`src/hdl/sfss_pkg.sv`:
```
// ----------------------------------------------------------------------------
// sfss_pkg: shared constants of the state-feedback steering servo
// Register indexes, pulse limits and fixed-point constants (Q.12).
// ----------------------------------------------------------------------------
package sfss_pkg;

  localparam int unsigned CFG_ADDR_W = 2;
  localparam int unsigned CFG_DATA_W = 16;

  localparam logic [CFG_ADDR_W-1:0] CFG_DAMPING    = 2'd0;
  localparam logic [CFG_ADDR_W-1:0] CFG_WHEELBASE  = 2'd1;
  localparam logic [CFG_ADDR_W-1:0] CFG_RACE_SLOPE = 2'd2;
  localparam logic [CFG_ADDR_W-1:0] CFG_RACE_OFFS  = 2'd3;

  localparam logic [14:0] DAMPING_RESET   = 15'd29491;
  localparam logic [9:0]  WHEELBASE_RESET = 10'd265;

  localparam logic [10:0] PULSE_MAX = 11'd1900;
  localparam logic [10:0] PULSE_MIN = 11'd1000;
  localparam logic [10:0] PULSE_MID = 11'd1525;
  localparam int          STRAIGHT_LIMIT = 40;
  localparam int          PULSE_GAIN_Q16 = 52569107;

  localparam logic [2:0] MODE_LABYRINTH = 3'd0;
  localparam logic [2:0] MODE_LANE      = 3'd1;
  localparam logic [2:0] MODE_OVERTAKE  = 3'd2;
  localparam logic [2:0] MODE_SAFETY    = 3'd3;
  localparam logic [2:0] MODE_RACE      = 3'd4;

  localparam logic [1:0] PHASE_START = 2'd0;

  // Q.12 settling distance constants
  localparam logic signed [15:0] Q_0P2   = 16'sd819;
  localparam logic signed [15:0] Q_0P375 = 16'sd1536;
  localparam logic signed [15:0] Q_0P5   = 16'sd2048;
  localparam logic signed [15:0] Q_1P5   = 16'sd6144;
  localparam logic [13:0] Q_0P4 = 14'd1638;
  localparam logic [13:0] Q_0P9 = 14'd3686;
  localparam logic [13:0] Q_1P5U = 14'd6144;
  localparam logic [13:0] Q_2P0 = 14'd8192;
  localparam logic [13:0] Q_3P0 = 14'd12288;

endpackage

```
`src/hdl/state_feedback_steering_servo.sv`:
```
// ----------------------------------------------------------------------------
// state_feedback_steering_servo: pole-placement steering to servo pulse
// Settling distance per mode, state-feedback angle, pulse clamp and a
// straight-driving flag over a ring of recent deviations.
// ----------------------------------------------------------------------------
//  channel | ports                                                      | dir
//  in      | in_valid/in_ready, in_drive_mode, in_overtake_phase,       | in
//          | in_speed, in_line_error, in_heading_error                  |
//  out     | out_valid/out_ready, out_servo_pulse, out_driving_straight | out
//  cfg     | cfg_we, cfg_addr, cfg_wdata                                | in
//
//  Moving request: three 64-step divisions in the shared restoring divider
//  plus the multiply steps on the shared multiplier lie between acceptance
//  and the result. Zero speed skips the divisions via S_HOLD; idle modes go
//  straight to S_EMIT, which waits while an unread result holds the output.
//  in_ready is high only while the sequencer waits for a request; a finished
//  result sits in the output register and a new request can start meanwhile.
//  Reset is synchronous, active low; no clearing pass.
// ----------------------------------------------------------------------------
module state_feedback_steering_servo #(
  parameter int HISTORY_DEPTH = 5
) (
  input  logic                                clk,
  input  logic                                rst_n,
  input  logic                                in_valid,
  output logic                                in_ready,
  input  logic [2:0]                          in_drive_mode,
  input  logic [1:0]                          in_overtake_phase,
  input  logic signed [15:0]                  in_speed,
  input  logic signed [15:0]                  in_line_error,
  input  logic signed [15:0]                  in_heading_error,
  output logic                                out_valid,
  input  logic                                out_ready,
  output logic [10:0]                         out_servo_pulse,
  output logic                                out_driving_straight,
  input  logic                                cfg_we,
  input  logic [sfss_pkg::CFG_ADDR_W-1:0]     cfg_addr,
  input  logic [sfss_pkg::CFG_DATA_W-1:0]     cfg_wdata
);

  localparam int SLOT_W = (HISTORY_DEPTH > 1) ? $clog2(HISTORY_DEPTH) : 1;
  localparam int REM_W  = 44;
  localparam int DVS_W  = 42;

  typedef enum logic [4:0] {
    S_IDLE, S_DIST, S_CLAMP, S_M1, S_M2, S_M3, S_M4, S_M5, S_DIV, S_M6,
    S_M7, S_M8, S_PHI, S_M9, S_DEV, S_HOLD, S_FLAG, S_EMIT
  } state_t;

  typedef enum logic [1:0] {DV_A, DV_T1, DV_T2} div_id_t;

  state_t  state_r;
  div_id_t div_id_r;

  // configuration
  logic [14:0]        damp_r;
  logic [9:0]         wheel_r;
  logic signed [15:0] race_slope_r, race_offs_r;

  // request
  logic [2:0]         mode_r;
  logic [1:0]         phase_r;
  logic signed [15:0] v_r, e_r, h_r;

  // datapath
  logic signed [32:0] acc_r;
  logic [13:0]        d12_r;
  logic signed [27:0] e1000_r, wh_r, a_r;
  logic signed [42:0] n_r;
  logic [27:0]        sq_r;
  logic signed [53:0] t1_r;
  logic signed [39:0] num2_r;
  logic signed [20:0] t2_r;
  logic signed [15:0] phi_r;
  logic [40:0]        mag_r;

  // divider
  logic [63:0]        dvd_r;
  logic [REM_W-1:0]   rem_r;
  logic [DVS_W-1:0]   dvs_r;
  logic [5:0]         cnt_r;
  logic               neg_r;

  // state
  logic [10:0]        held_r;
  logic signed [15:0] hist_r [HISTORY_DEPTH];
  logic [SLOT_W-1:0]  slot_r;
  logic               flag_r;

  logic               out_valid_r;
  logic [10:0]        out_pulse_r;
  logic               out_flag_r;

  // mode table
  logic signed [15:0] sel_slope, sel_offs;
  logic [13:0]        sel_lo, sel_hi;

  always_comb begin
    sel_slope = race_slope_r;
    sel_offs  = race_offs_r;
    sel_lo    = sfss_pkg::Q_0P9;
    sel_hi    = sfss_pkg::Q_1P5U;
    priority if (mode_r == sfss_pkg::MODE_LABYRINTH) begin
      sel_slope = sfss_pkg::Q_0P5;   sel_offs = sfss_pkg::Q_0P375;
      sel_lo    = sfss_pkg::Q_0P9;   sel_hi   = sfss_pkg::Q_2P0;
    end else if (mode_r == sfss_pkg::MODE_LANE || mode_r == sfss_pkg::MODE_SAFETY) begin
      sel_slope = sfss_pkg::Q_0P375; sel_offs = sfss_pkg::Q_0P375;
      sel_lo    = sfss_pkg::Q_0P9;   sel_hi   = sfss_pkg::Q_2P0;
    end else if (mode_r == sfss_pkg::MODE_OVERTAKE && phase_r == sfss_pkg::PHASE_START) begin
      sel_slope = sfss_pkg::Q_0P2;   sel_offs = sfss_pkg::Q_0P2;
      sel_lo    = sfss_pkg::Q_0P4;   sel_hi   = sfss_pkg::Q_3P0;
    end else if (mode_r == sfss_pkg::MODE_OVERTAKE) begin
      sel_slope = sfss_pkg::Q_0P5;   sel_offs = sfss_pkg::Q_1P5;
      sel_lo    = sfss_pkg::Q_1P5U;  sel_hi   = sfss_pkg::Q_3P0;
    end else begin
      sel_slope = race_slope_r;      sel_offs = race_offs_r;
      sel_lo    = sfss_pkg::Q_0P9;   sel_hi   = sfss_pkg::Q_1P5U;
    end
  end

  // shared multiplier
  logic signed [32:0] mul_a, mul_b;
  logic signed [65:0] mul_p;
  logic [13:0]        w9;
  logic [14:0]        k_eff;
  logic signed [27:0] diff;

  assign w9    = {1'b0, wheel_r, 3'b000} + {4'b0000, wheel_r};
  assign k_eff = (damp_r == '0) ? 15'd1 : damp_r;
  assign diff  = e1000_r - wh_r;

  // magnitudes
  logic [42:0] n_abs;
  logic [27:0] a_abs;
  logic [39:0] num2_abs;
  logic [15:0] phi_abs;

  assign n_abs    = n_r[42] ? 43'(-n_r) : 43'(n_r);
  assign a_abs    = a_r[27] ? 28'(-a_r) : 28'(a_r);
  assign num2_abs = num2_r[39] ? 40'(-num2_r) : 40'(num2_r);
  assign phi_abs  = phi_r[15] ? 16'(-phi_r) : 16'(phi_r);

  always_comb begin
    mul_a = '0;
    mul_b = '0;
    unique case (state_r)
      S_DIST: begin mul_a = 33'(sel_slope); mul_b = 33'(v_r); end
      S_M1:   begin mul_a = 33'(e_r); mul_b = 33'(1000); end
      S_M2:   begin mul_a = 33'(h_r); mul_b = $signed({23'b0, wheel_r}); end
      S_M3:   begin mul_a = 33'(diff); mul_b = $signed({19'b0, w9}); end
      S_M4:   begin mul_a = $signed({19'b0, d12_r}); mul_b = $signed({19'b0, d12_r}); end
      S_M5:   begin mul_a = $signed({5'b0, sq_r}); mul_b = 33'(15625); end
      S_M6:   begin mul_a = $signed({18'b0, k_eff}); mul_b = $signed({18'b0, k_eff}); end
      S_M7:   begin mul_a = 33'(wh_r); mul_b = 33'(3072); end
      S_M8:   begin mul_a = $signed({19'b0, d12_r}); mul_b = 33'(125); end
      S_M9:   begin
        mul_a = $signed({17'b0, phi_abs});
        mul_b = 33'(sfss_pkg::PULSE_GAIN_Q16);
      end
      default: begin mul_a = '0; mul_b = '0; end
    endcase
  end

  assign mul_p = mul_a * mul_b;

  // divider step
  logic [REM_W-1:0] rem_sh, rem_nxt;
  logic             div_ge;
  logic [63:0]      dvd_nxt;

  assign rem_sh  = {rem_r[REM_W-2:0], dvd_r[63]};
  assign div_ge  = rem_sh >= {2'b00, dvs_r};
  assign rem_nxt = div_ge ? rem_sh - {2'b00, dvs_r} : rem_sh;
  assign dvd_nxt = {dvd_r[62:0], div_ge};

  // settling distance clamp
  logic signed [33:0] d24;
  logic signed [21:0] dq, lo_s, hi_s;

  assign d24  = 34'(acc_r) + (34'(sel_offs) <<< 12);
  assign dq   = 22'(d24 >>> 12);
  assign lo_s = $signed({8'b0, sel_lo});
  assign hi_s = $signed({8'b0, sel_hi});

  // angle sum and clamp
  logic signed [54:0] phi_sum;
  assign phi_sum = 55'(t1_r) + 55'(t2_r);

  // rounding and pulse
  logic [40:0]        rnd;
  logic signed [15:0] dev_mov, dev_hold, dev_w;
  logic signed [16:0] pulse_raw;
  logic [10:0]        pulse_clamped;

  assign rnd       = mag_r + 41'd134217728;
  assign dev_mov   = phi_r[15] ? -$signed({3'b000, rnd[40:28]}) : $signed({3'b000, rnd[40:28]});
  assign dev_hold  = $signed({5'b0, held_r}) - $signed({5'b0, sfss_pkg::PULSE_MID});
  assign dev_w     = (state_r == S_DEV) ? dev_mov : dev_hold;
  assign pulse_raw = 17'(dev_mov) + $signed({6'b0, sfss_pkg::PULSE_MID});

  always_comb begin
    if (pulse_raw < $signed({6'b0, sfss_pkg::PULSE_MIN}))
      pulse_clamped = sfss_pkg::PULSE_MIN;
    else if (pulse_raw > $signed({6'b0, sfss_pkg::PULSE_MAX}))
      pulse_clamped = sfss_pkg::PULSE_MAX;
    else
      pulse_clamped = pulse_raw[10:0];
  end

  logic all_small;
  always_comb begin
    all_small = 1'b1;
    for (int i = 0; i < HISTORY_DEPTH; i++) begin
      if (hist_r[i] > 16'sd40 || hist_r[i] < -16'sd40) all_small = 1'b0;
    end
  end

  logic [SLOT_W-1:0] slot_nxt;
  assign slot_nxt = (slot_r == SLOT_W'(HISTORY_DEPTH - 1)) ? '0 : slot_r + 1'b1;

  always_ff @(posedge clk) begin
    if (!rst_n) begin
      state_r      <= S_IDLE;
      div_id_r     <= DV_A;
      damp_r       <= sfss_pkg::DAMPING_RESET;
      wheel_r      <= sfss_pkg::WHEELBASE_RESET;
      race_slope_r <= '0;
      race_offs_r  <= '0;
      held_r       <= sfss_pkg::PULSE_MID;
      for (int i = 0; i < HISTORY_DEPTH; i++) hist_r[i] <= '0;
      slot_r       <= '0;
      flag_r       <= 1'b0;
      out_valid_r  <= 1'b0;
      cnt_r        <= '0;
    end else begin
      if (cfg_we) begin
        unique case (cfg_addr)
          sfss_pkg::CFG_DAMPING:    damp_r       <= cfg_wdata[14:0];
          sfss_pkg::CFG_WHEELBASE:  wheel_r      <= cfg_wdata[9:0];
          sfss_pkg::CFG_RACE_SLOPE: race_slope_r <= $signed(cfg_wdata);
          sfss_pkg::CFG_RACE_OFFS:  race_offs_r  <= $signed(cfg_wdata);
          default: ;
        endcase
      end

      // S_EMIT owns out_valid_r in its own cycle
      if (out_valid_r && out_ready && state_r != S_EMIT) out_valid_r <= 1'b0;

      unique case (state_r)
        S_IDLE: begin
          if (in_valid) begin
            mode_r  <= in_drive_mode;
            phase_r <= in_overtake_phase;
            v_r     <= in_speed;
            e_r     <= in_line_error;
            h_r     <= in_heading_error;
            state_r <= (in_drive_mode > sfss_pkg::MODE_RACE) ? S_EMIT : S_DIST;
          end
        end
        S_DIST: begin
          acc_r   <= mul_p[32:0];
          state_r <= S_CLAMP;
        end
        S_CLAMP: begin
          if (dq < lo_s)      d12_r <= sel_lo;
          else if (dq > hi_s) d12_r <= sel_hi;
          else                d12_r <= dq[13:0];
          state_r <= (v_r == '0) ? S_HOLD : S_M1;
        end
        S_M1: begin e1000_r <= mul_p[27:0]; state_r <= S_M2; end
        S_M2: begin wh_r    <= mul_p[27:0]; state_r <= S_M3; end
        S_M3: begin n_r     <= mul_p[42:0]; state_r <= S_M4; end
        S_M4: begin sq_r    <= mul_p[27:0]; state_r <= S_M5; end
        S_M5: begin
          dvs_r    <= mul_p[41:0];
          dvd_r    <= {22'b0, n_abs[41:0]} << 22;
          neg_r    <= n_r[42];
          rem_r    <= '0;
          cnt_r    <= '0;
          div_id_r <= DV_A;
          state_r  <= S_DIV;
        end
        S_DIV: begin
          rem_r <= rem_nxt;
          dvd_r <= dvd_nxt;
          cnt_r <= cnt_r + 1'b1;
          if (cnt_r == 6'd63) begin
            unique case (div_id_r)
              DV_A: begin
                a_r     <= neg_r ? -$signed(dvd_nxt[27:0]) : $signed(dvd_nxt[27:0]);
                state_r <= S_M6;
              end
              DV_T1: begin
                t1_r    <= neg_r ? -$signed(dvd_nxt[53:0]) : $signed(dvd_nxt[53:0]);
                state_r <= S_M7;
              end
              DV_T2: begin
                t2_r    <= neg_r ? -$signed(dvd_nxt[20:0]) : $signed(dvd_nxt[20:0]);
                state_r <= S_PHI;
              end
              default: state_r <= S_IDLE;
            endcase
          end
        end
        S_M6: begin
          dvs_r    <= mul_p[41:0];
          dvd_r    <= {36'b0, a_abs} << 26;
          neg_r    <= a_r[27];
          rem_r    <= '0;
          cnt_r    <= '0;
          div_id_r <= DV_T1;
          state_r  <= S_DIV;
        end
        S_M7: begin num2_r <= mul_p[39:0]; state_r <= S_M8; end
        S_M8: begin
          dvs_r    <= mul_p[41:0];
          dvd_r    <= {24'b0, num2_abs};
          neg_r    <= num2_r[39];
          rem_r    <= '0;
          cnt_r    <= '0;
          div_id_r <= DV_T2;
          state_r  <= S_DIV;
        end
        S_PHI: begin
          if (phi_sum > 55'sd32767)       phi_r <= 16'sd32767;
          else if (phi_sum < -55'sd32767) phi_r <= -16'sd32767;
          else                            phi_r <= phi_sum[15:0];
          state_r <= S_M9;
        end
        S_M9: begin mag_r <= mul_p[40:0]; state_r <= S_DEV; end
        S_DEV: begin
          held_r         <= pulse_clamped;
          hist_r[slot_r] <= dev_w;
          slot_r         <= slot_nxt;
          state_r        <= S_FLAG;
        end
        S_HOLD: begin
          hist_r[slot_r] <= dev_w;
          slot_r         <= slot_nxt;
          state_r        <= S_FLAG;
        end
        S_FLAG: begin
          flag_r  <= all_small;
          state_r <= S_EMIT;
        end
        S_EMIT: begin
          if (!out_valid_r || out_ready) begin
            out_pulse_r <= held_r;
            out_flag_r  <= flag_r;
            out_valid_r <= 1'b1;
            state_r     <= S_IDLE;
          end
        end
        default: state_r <= S_IDLE;
      endcase
    end
  end

  assign in_ready             = (state_r == S_IDLE);
  assign out_valid            = out_valid_r;
  assign out_servo_pulse      = out_pulse_r;
  assign out_driving_straight = out_flag_r;

`ifndef SYNTH
  a_held_range: assert property (@(posedge clk) disable iff (!rst_n)
    held_r >= sfss_pkg::PULSE_MIN && held_r <= sfss_pkg::PULSE_MAX)
    else $error("held pulse out of range");

  a_out_range: assert property (@(posedge clk) disable iff (!rst_n)
    out_valid_r |-> (out_pulse_r >= sfss_pkg::PULSE_MIN && out_pulse_r <= sfss_pkg::PULSE_MAX))
    else $error("result pulse out of range");

  a_slot_range: assert property (@(posedge clk) disable iff (!rst_n)
    32'(slot_r) < HISTORY_DEPTH)
    else $error("history slot past depth");

  a_dist_pos: assert property (@(posedge clk) disable iff (!rst_n)
    (state_r == S_M1) |-> (d12_r >= sfss_pkg::Q_0P4))
    else $error("settling distance below floor");

  a_div_nonzero: assert property (@(posedge clk) disable iff (!rst_n)
    (state_r == S_DIV) |-> (dvs_r != '0))
    else $error("divide by zero");
`endif

endmodule
```
`config.mk`:
```
export PLATFORM = sky130hd
export DESIGN_NAME = state_feedback_steering_servo
export DESIGN_NICKNAME = d
export VERILOG_FILES = /design/src/hdl/sfss_pkg.sv /design/src/hdl/state_feedback_steering_servo.sv
export SDC_FILE = /design/constraint.sdc
export NUM_CORES = 2
export LEC_CHECK = 0
export BUFFER_PORTS_ARGS = -buffer_cell sky130_fd_sc_hd__buf_2
export CAP_MARGIN = 10
export CORE_ASPECT_RATIO = 1.4
export CORE_MARGIN = 1.5
export CORE_UTILIZATION = 40
export CTS_CLUSTER_SIZE = 12
export DETAILED_ROUTE_END_ITERATION = 7
export GPL_TIMING_DRIVEN = 0
export HOLD_SLACK_MARGIN = 0.03
export SLEW_MARGIN = 20
export SYNTH_ARGS = -nofsm -noshare
export SYNTH_HDL_FRONTEND = slang
export SYNTH_SLANG_ARGS = --single-unit
export TNS_END_PERCENT = 50
```
`constraint.sdc`:
```
create_clock -name clk -period 11.7 [get_ports clk]
set_input_delay 2.34 -clock clk [delete_from_list [all_inputs] [get_ports clk]]
set_output_delay 2.34 -clock clk [all_outputs]
set_load 0.03 [all_outputs]
```
==> reports/results.ini <==
[outcome]
outcome=finished clean

[synthesis]
synth_fa_ha_area_share_pct=28.8
syn_avg_cell_area_um2=9.94
synthMuxAreaShare_pct=0.305
synth_edf_count=630
synthFlopType=edfxtp_1
synth_xor_area_share_pct=5.39
synth_area_mm2=0.0636
synthDistinctLibCells=98
synth_seq_cells=716
synth_compound_area_share_pct=12.4
synth-seq-area-share_pct=32.5
async_flop_share_pct=0
synthSimpleGateAreaFrac_pct=13.6
syn_nets=7510
synthCells=6392
yosysWarnings=0
synth_top_family_by_area=adder cells

[critical_path]
crit_path_start_kind=flip-flop
critPathKind=flip-flop to flip-flop
slowest_stage=a21oi_2
required_ns=12.08
slowest_delay_ns=0.64
cp_max_fo=10
critical_path_arrival_ns=11.93
end_kind=flip-flop
cpMostUsedCell=fa_1

[job]
maxCapViolations=0

[final_layout]
fillCellCount=15000
fin_nets=7762
drive_above_1_share_pct=8.66
area_growth_pct=11.9
finish.utilization_pct=45.2

[sta]
min_period_over_period_pct=98.8
fmax_ghz=0.0865
hold_viol=0
period_minus_slack_ns=11.55
worst_slew_pin_slew_ns=1.23
relSlewSlack_pct=17.1
setup_viol=0
rsz0062_at_grt=yes
hold_ws_ns=0.452
finClkSkew_ns=0.0590
maxSlewViolCount=0

[power]
cellPowerDensity_mw_per_mm2=106
power.switching_mw=2.58
peakVddDrop_v=0.000111
p_leak_nw=29.2
p_clk_share_pct=33.4
seqPwrFrac_pct=39.5
power.internal_mw=4.96
combPwrFrac_pct=27.1
switching_share_pct=34.2

[detailed_routing]
drc=0
via_count=49500
routedWlPerCell_um=24.8
ant_nets=0
drtIter0Drc=4179
routed_wl_um=218000
dr.pass1.iters=7
drt-vias-per-instance=5.62

[grt]
grt.overflow.total=0
grt_max_degree=33
grt_pass1_vias=50900
grt_usage_pct=26.9
grt_first_pass_wirelength_um=321000
antenna_found_initial=14

[clocking]
insertion_delay_ns=0.71
cts_buffers=80
cts.sinks=716
clkTransAtPathRegs_ns=0.06
cts-root-buf=clkbuf_16
cts_max_path_buffers=3
cts_tree=done
hold_buffers=0
cts_max_level=3

[placement]
port_buffers=87
place.detailed.hpwl_um=180000
place_congestion=1.02

[floorplanning]
num_io_pins=90
die_x_um=340
dieArea_mm2=0.161
dieHeight_um=475
core_area_mm2=0.157
floorplan.initialDensity_pct=40.4
rows=172

[hold_path]
holdCritPathClass=flip-flop to flip-flop

==> kinds of logic after synthesis <==
| logic type | count (synthesis) |
|---|---|
| AOI/OAI and AO/OA | 1205 |
| xor gates and xnor gates | 391 |
| adders and majority gates | 1042 |
| buffers and inverters | 1186 |
| DFF | 716 |
| muxes | 19 |
| and+or+nand+nor | 1833 |
==> layout make-up <==
| type | count | area [um2] | share of cell area (%) |
|---|---|---|---|
| flip-flops and latches | 716 | 20600 | 29.0 |
| multi-input cells | 4490 | 39200 | 55.2 |
| inverters | 949 | 3570 | 5.02 |
| clock inverters | 37 | 377 | 0.530 |
| clock buffers | 108 | 2170 | 3.05 |
| well taps | 2088 | 2610 | 3.67 |
| repair buffers | 181 | 1520 | 2.14 |
| plain buffers | 226 | 941 | 1.32 |
| diodes | 12 | 30.0 | 0.0422 |
==> power groups by stage <==
| stage | clock network, mW | logic (mW) | registers [mW] |
|---|---|---|---|
| final | 2.52 | 2.05 | 2.98 |
| after global routing | 2.63 | 2.15 | 2.98 |
| after CTS | 2.55 | 2.01 | 2.97 |
| after detailed placement | 0 | 1.99 | 3.03 |
| after global placement | 0 | 1.77 | 3.04 |
| after floorplan | 0 | 0.941 | 2.99 |
==> timing repair <==
item | 4_1_cts | 5_1_grt
resized for setup | 74 | 83
setup endpoints to repair | 123 | 32
pin swaps | 2 | 14
setup buffers | 0 | 23
==> cell usage after synthesis (9+ instances only) <==
master    instances  share of area (%)
a222oi_1         34               0.54
nand2_1         545                3.2
buf_1            12              0.071
a21oi_1         330                2.6
nor2_1          563                3.3
a211o_1          17               0.23
o31ai_1          61               0.72
a31oi_1          40               0.39
nor2b_1          40               0.39
nand4_1          47               0.46
o21ai_0         272                2.1
fa_1            701                 22
a221oi_1         14               0.19
inv_1           948                5.6
or2_2            74               0.73
a21boi_0         19               0.22
o21bai_1         26               0.31
a21o_1           83               0.98
nor4b_1          10               0.14
and2_1           32               0.31
xnor2_1         256                3.5
nand3b_1          9               0.11
a211oi_1         41               0.48
a22o_1           10               0.14
nor4_1           34               0.33
o31a_1           13               0.18
a22oi_1          41               0.48
xor2_1          135                1.9
or3_1            57               0.56
or4_1            39               0.46
a221o_1          17               0.27
ha_1            341                6.7
o211ai_1         25               0.30
o21a_1           43               0.51
nor3_1           91               0.72
nand3_1         105               0.83
clkbuf_1        221                1.3
o41ai_1          30               0.41
nand2b_1        104                1.0
edfxtp_1        630                 30
dfxtp_1          86                2.7
mux2i_1          16               0.25
and3_1           42               0.41
==> flip-flops by register name, summed over array words and instances (netlist names), 21 cells and up <==
signal	flops
num2_r	40
dvs_r	42
t2_r	21
n_r	43
sq_r	28
a_r	28
wh_r	28
dvd_r	64
t1_r	54
e1000_r	28
rem_r	43
hist_r	80
acc_r	21
==> through the flow <==
step	cell area [um2]	power [mW]	worst slack (ns)	TNS, ns	instances
finish	71100	7.55	0.145	0	8807
global route	71100	7.76	-0.0461	-0.0492	8796
CTS	70700	7.53	-0.0138	-0.0138	8777
detailed placement	67900	5.01	-1.72	-73.05	8638
global placement	66600	4.81	-3.43	-335.55	8567
floorplan	63600	3.93	1.75	0	6392
==> final timing paths <==
kind	from	to	slack [ns]	cells past startpoint
max	state_r[1]$_SDFFE_PN0P_	n_r[42]$_DFFE_PP_	0.15	36
min reg2reg	race_slope_r[9]$_SDFFE_PN0P_	race_slope_r[9]$_SDFFE_PN0P_	0.45	2
min	race_slope_r[9]$_SDFFE_PN0P_	race_slope_r[9]$_SDFFE_PN0P_	0.45	2
max reg2reg	state_r[1]$_SDFFE_PN0P_	n_r[42]$_DFFE_PP_	0.15	36
==> worst max-delay path, delay by kind of cell (launching register included) <==
kind / cells / cell delay, ns
fa+ha+maj: 9 / 4.35
buf+inv: 10 / 2.40
compound gates: 8 / 2.27
simple gates: 7 / 1.20
xor+xnor: 2 / 0.62
flops: 1 / 0.32
==> placed cells by master, fill, tap and decap left out, types with 127 or more instances in the layout <==
cell | netlist | final
a21oi_1 | 330 | 316
nand2_1 | 545 | 538
ha_1 | 341 | 341
inv_1 | 948 | 945
nor2_1 | 563 | 545
fa_1 | 701 | 699
xor2_1 | 135 | 127
clkbuf_1 | 221 | 191
o21ai_0 | 272 | 264
xnor2_1 | 256 | 231
edfxtp_1 | 630 | 630
==> metal layers <==
| layer | up-vias | global-route usage [%] | wire (um) |
|---|---|---|---|
| met2 | 1994 | 46.7 | 107000 |
| met4 | 2 | 19.5 | 18400 |
| met3 | 604 | 3.68 | 14800 |
| met1 | 24700 | 30.3 | 78000 |
| met5 | - | 0 | 13 |
| li1 | 22200 | - | - |
Note: power is estimated with default switching activity, not from simulation.
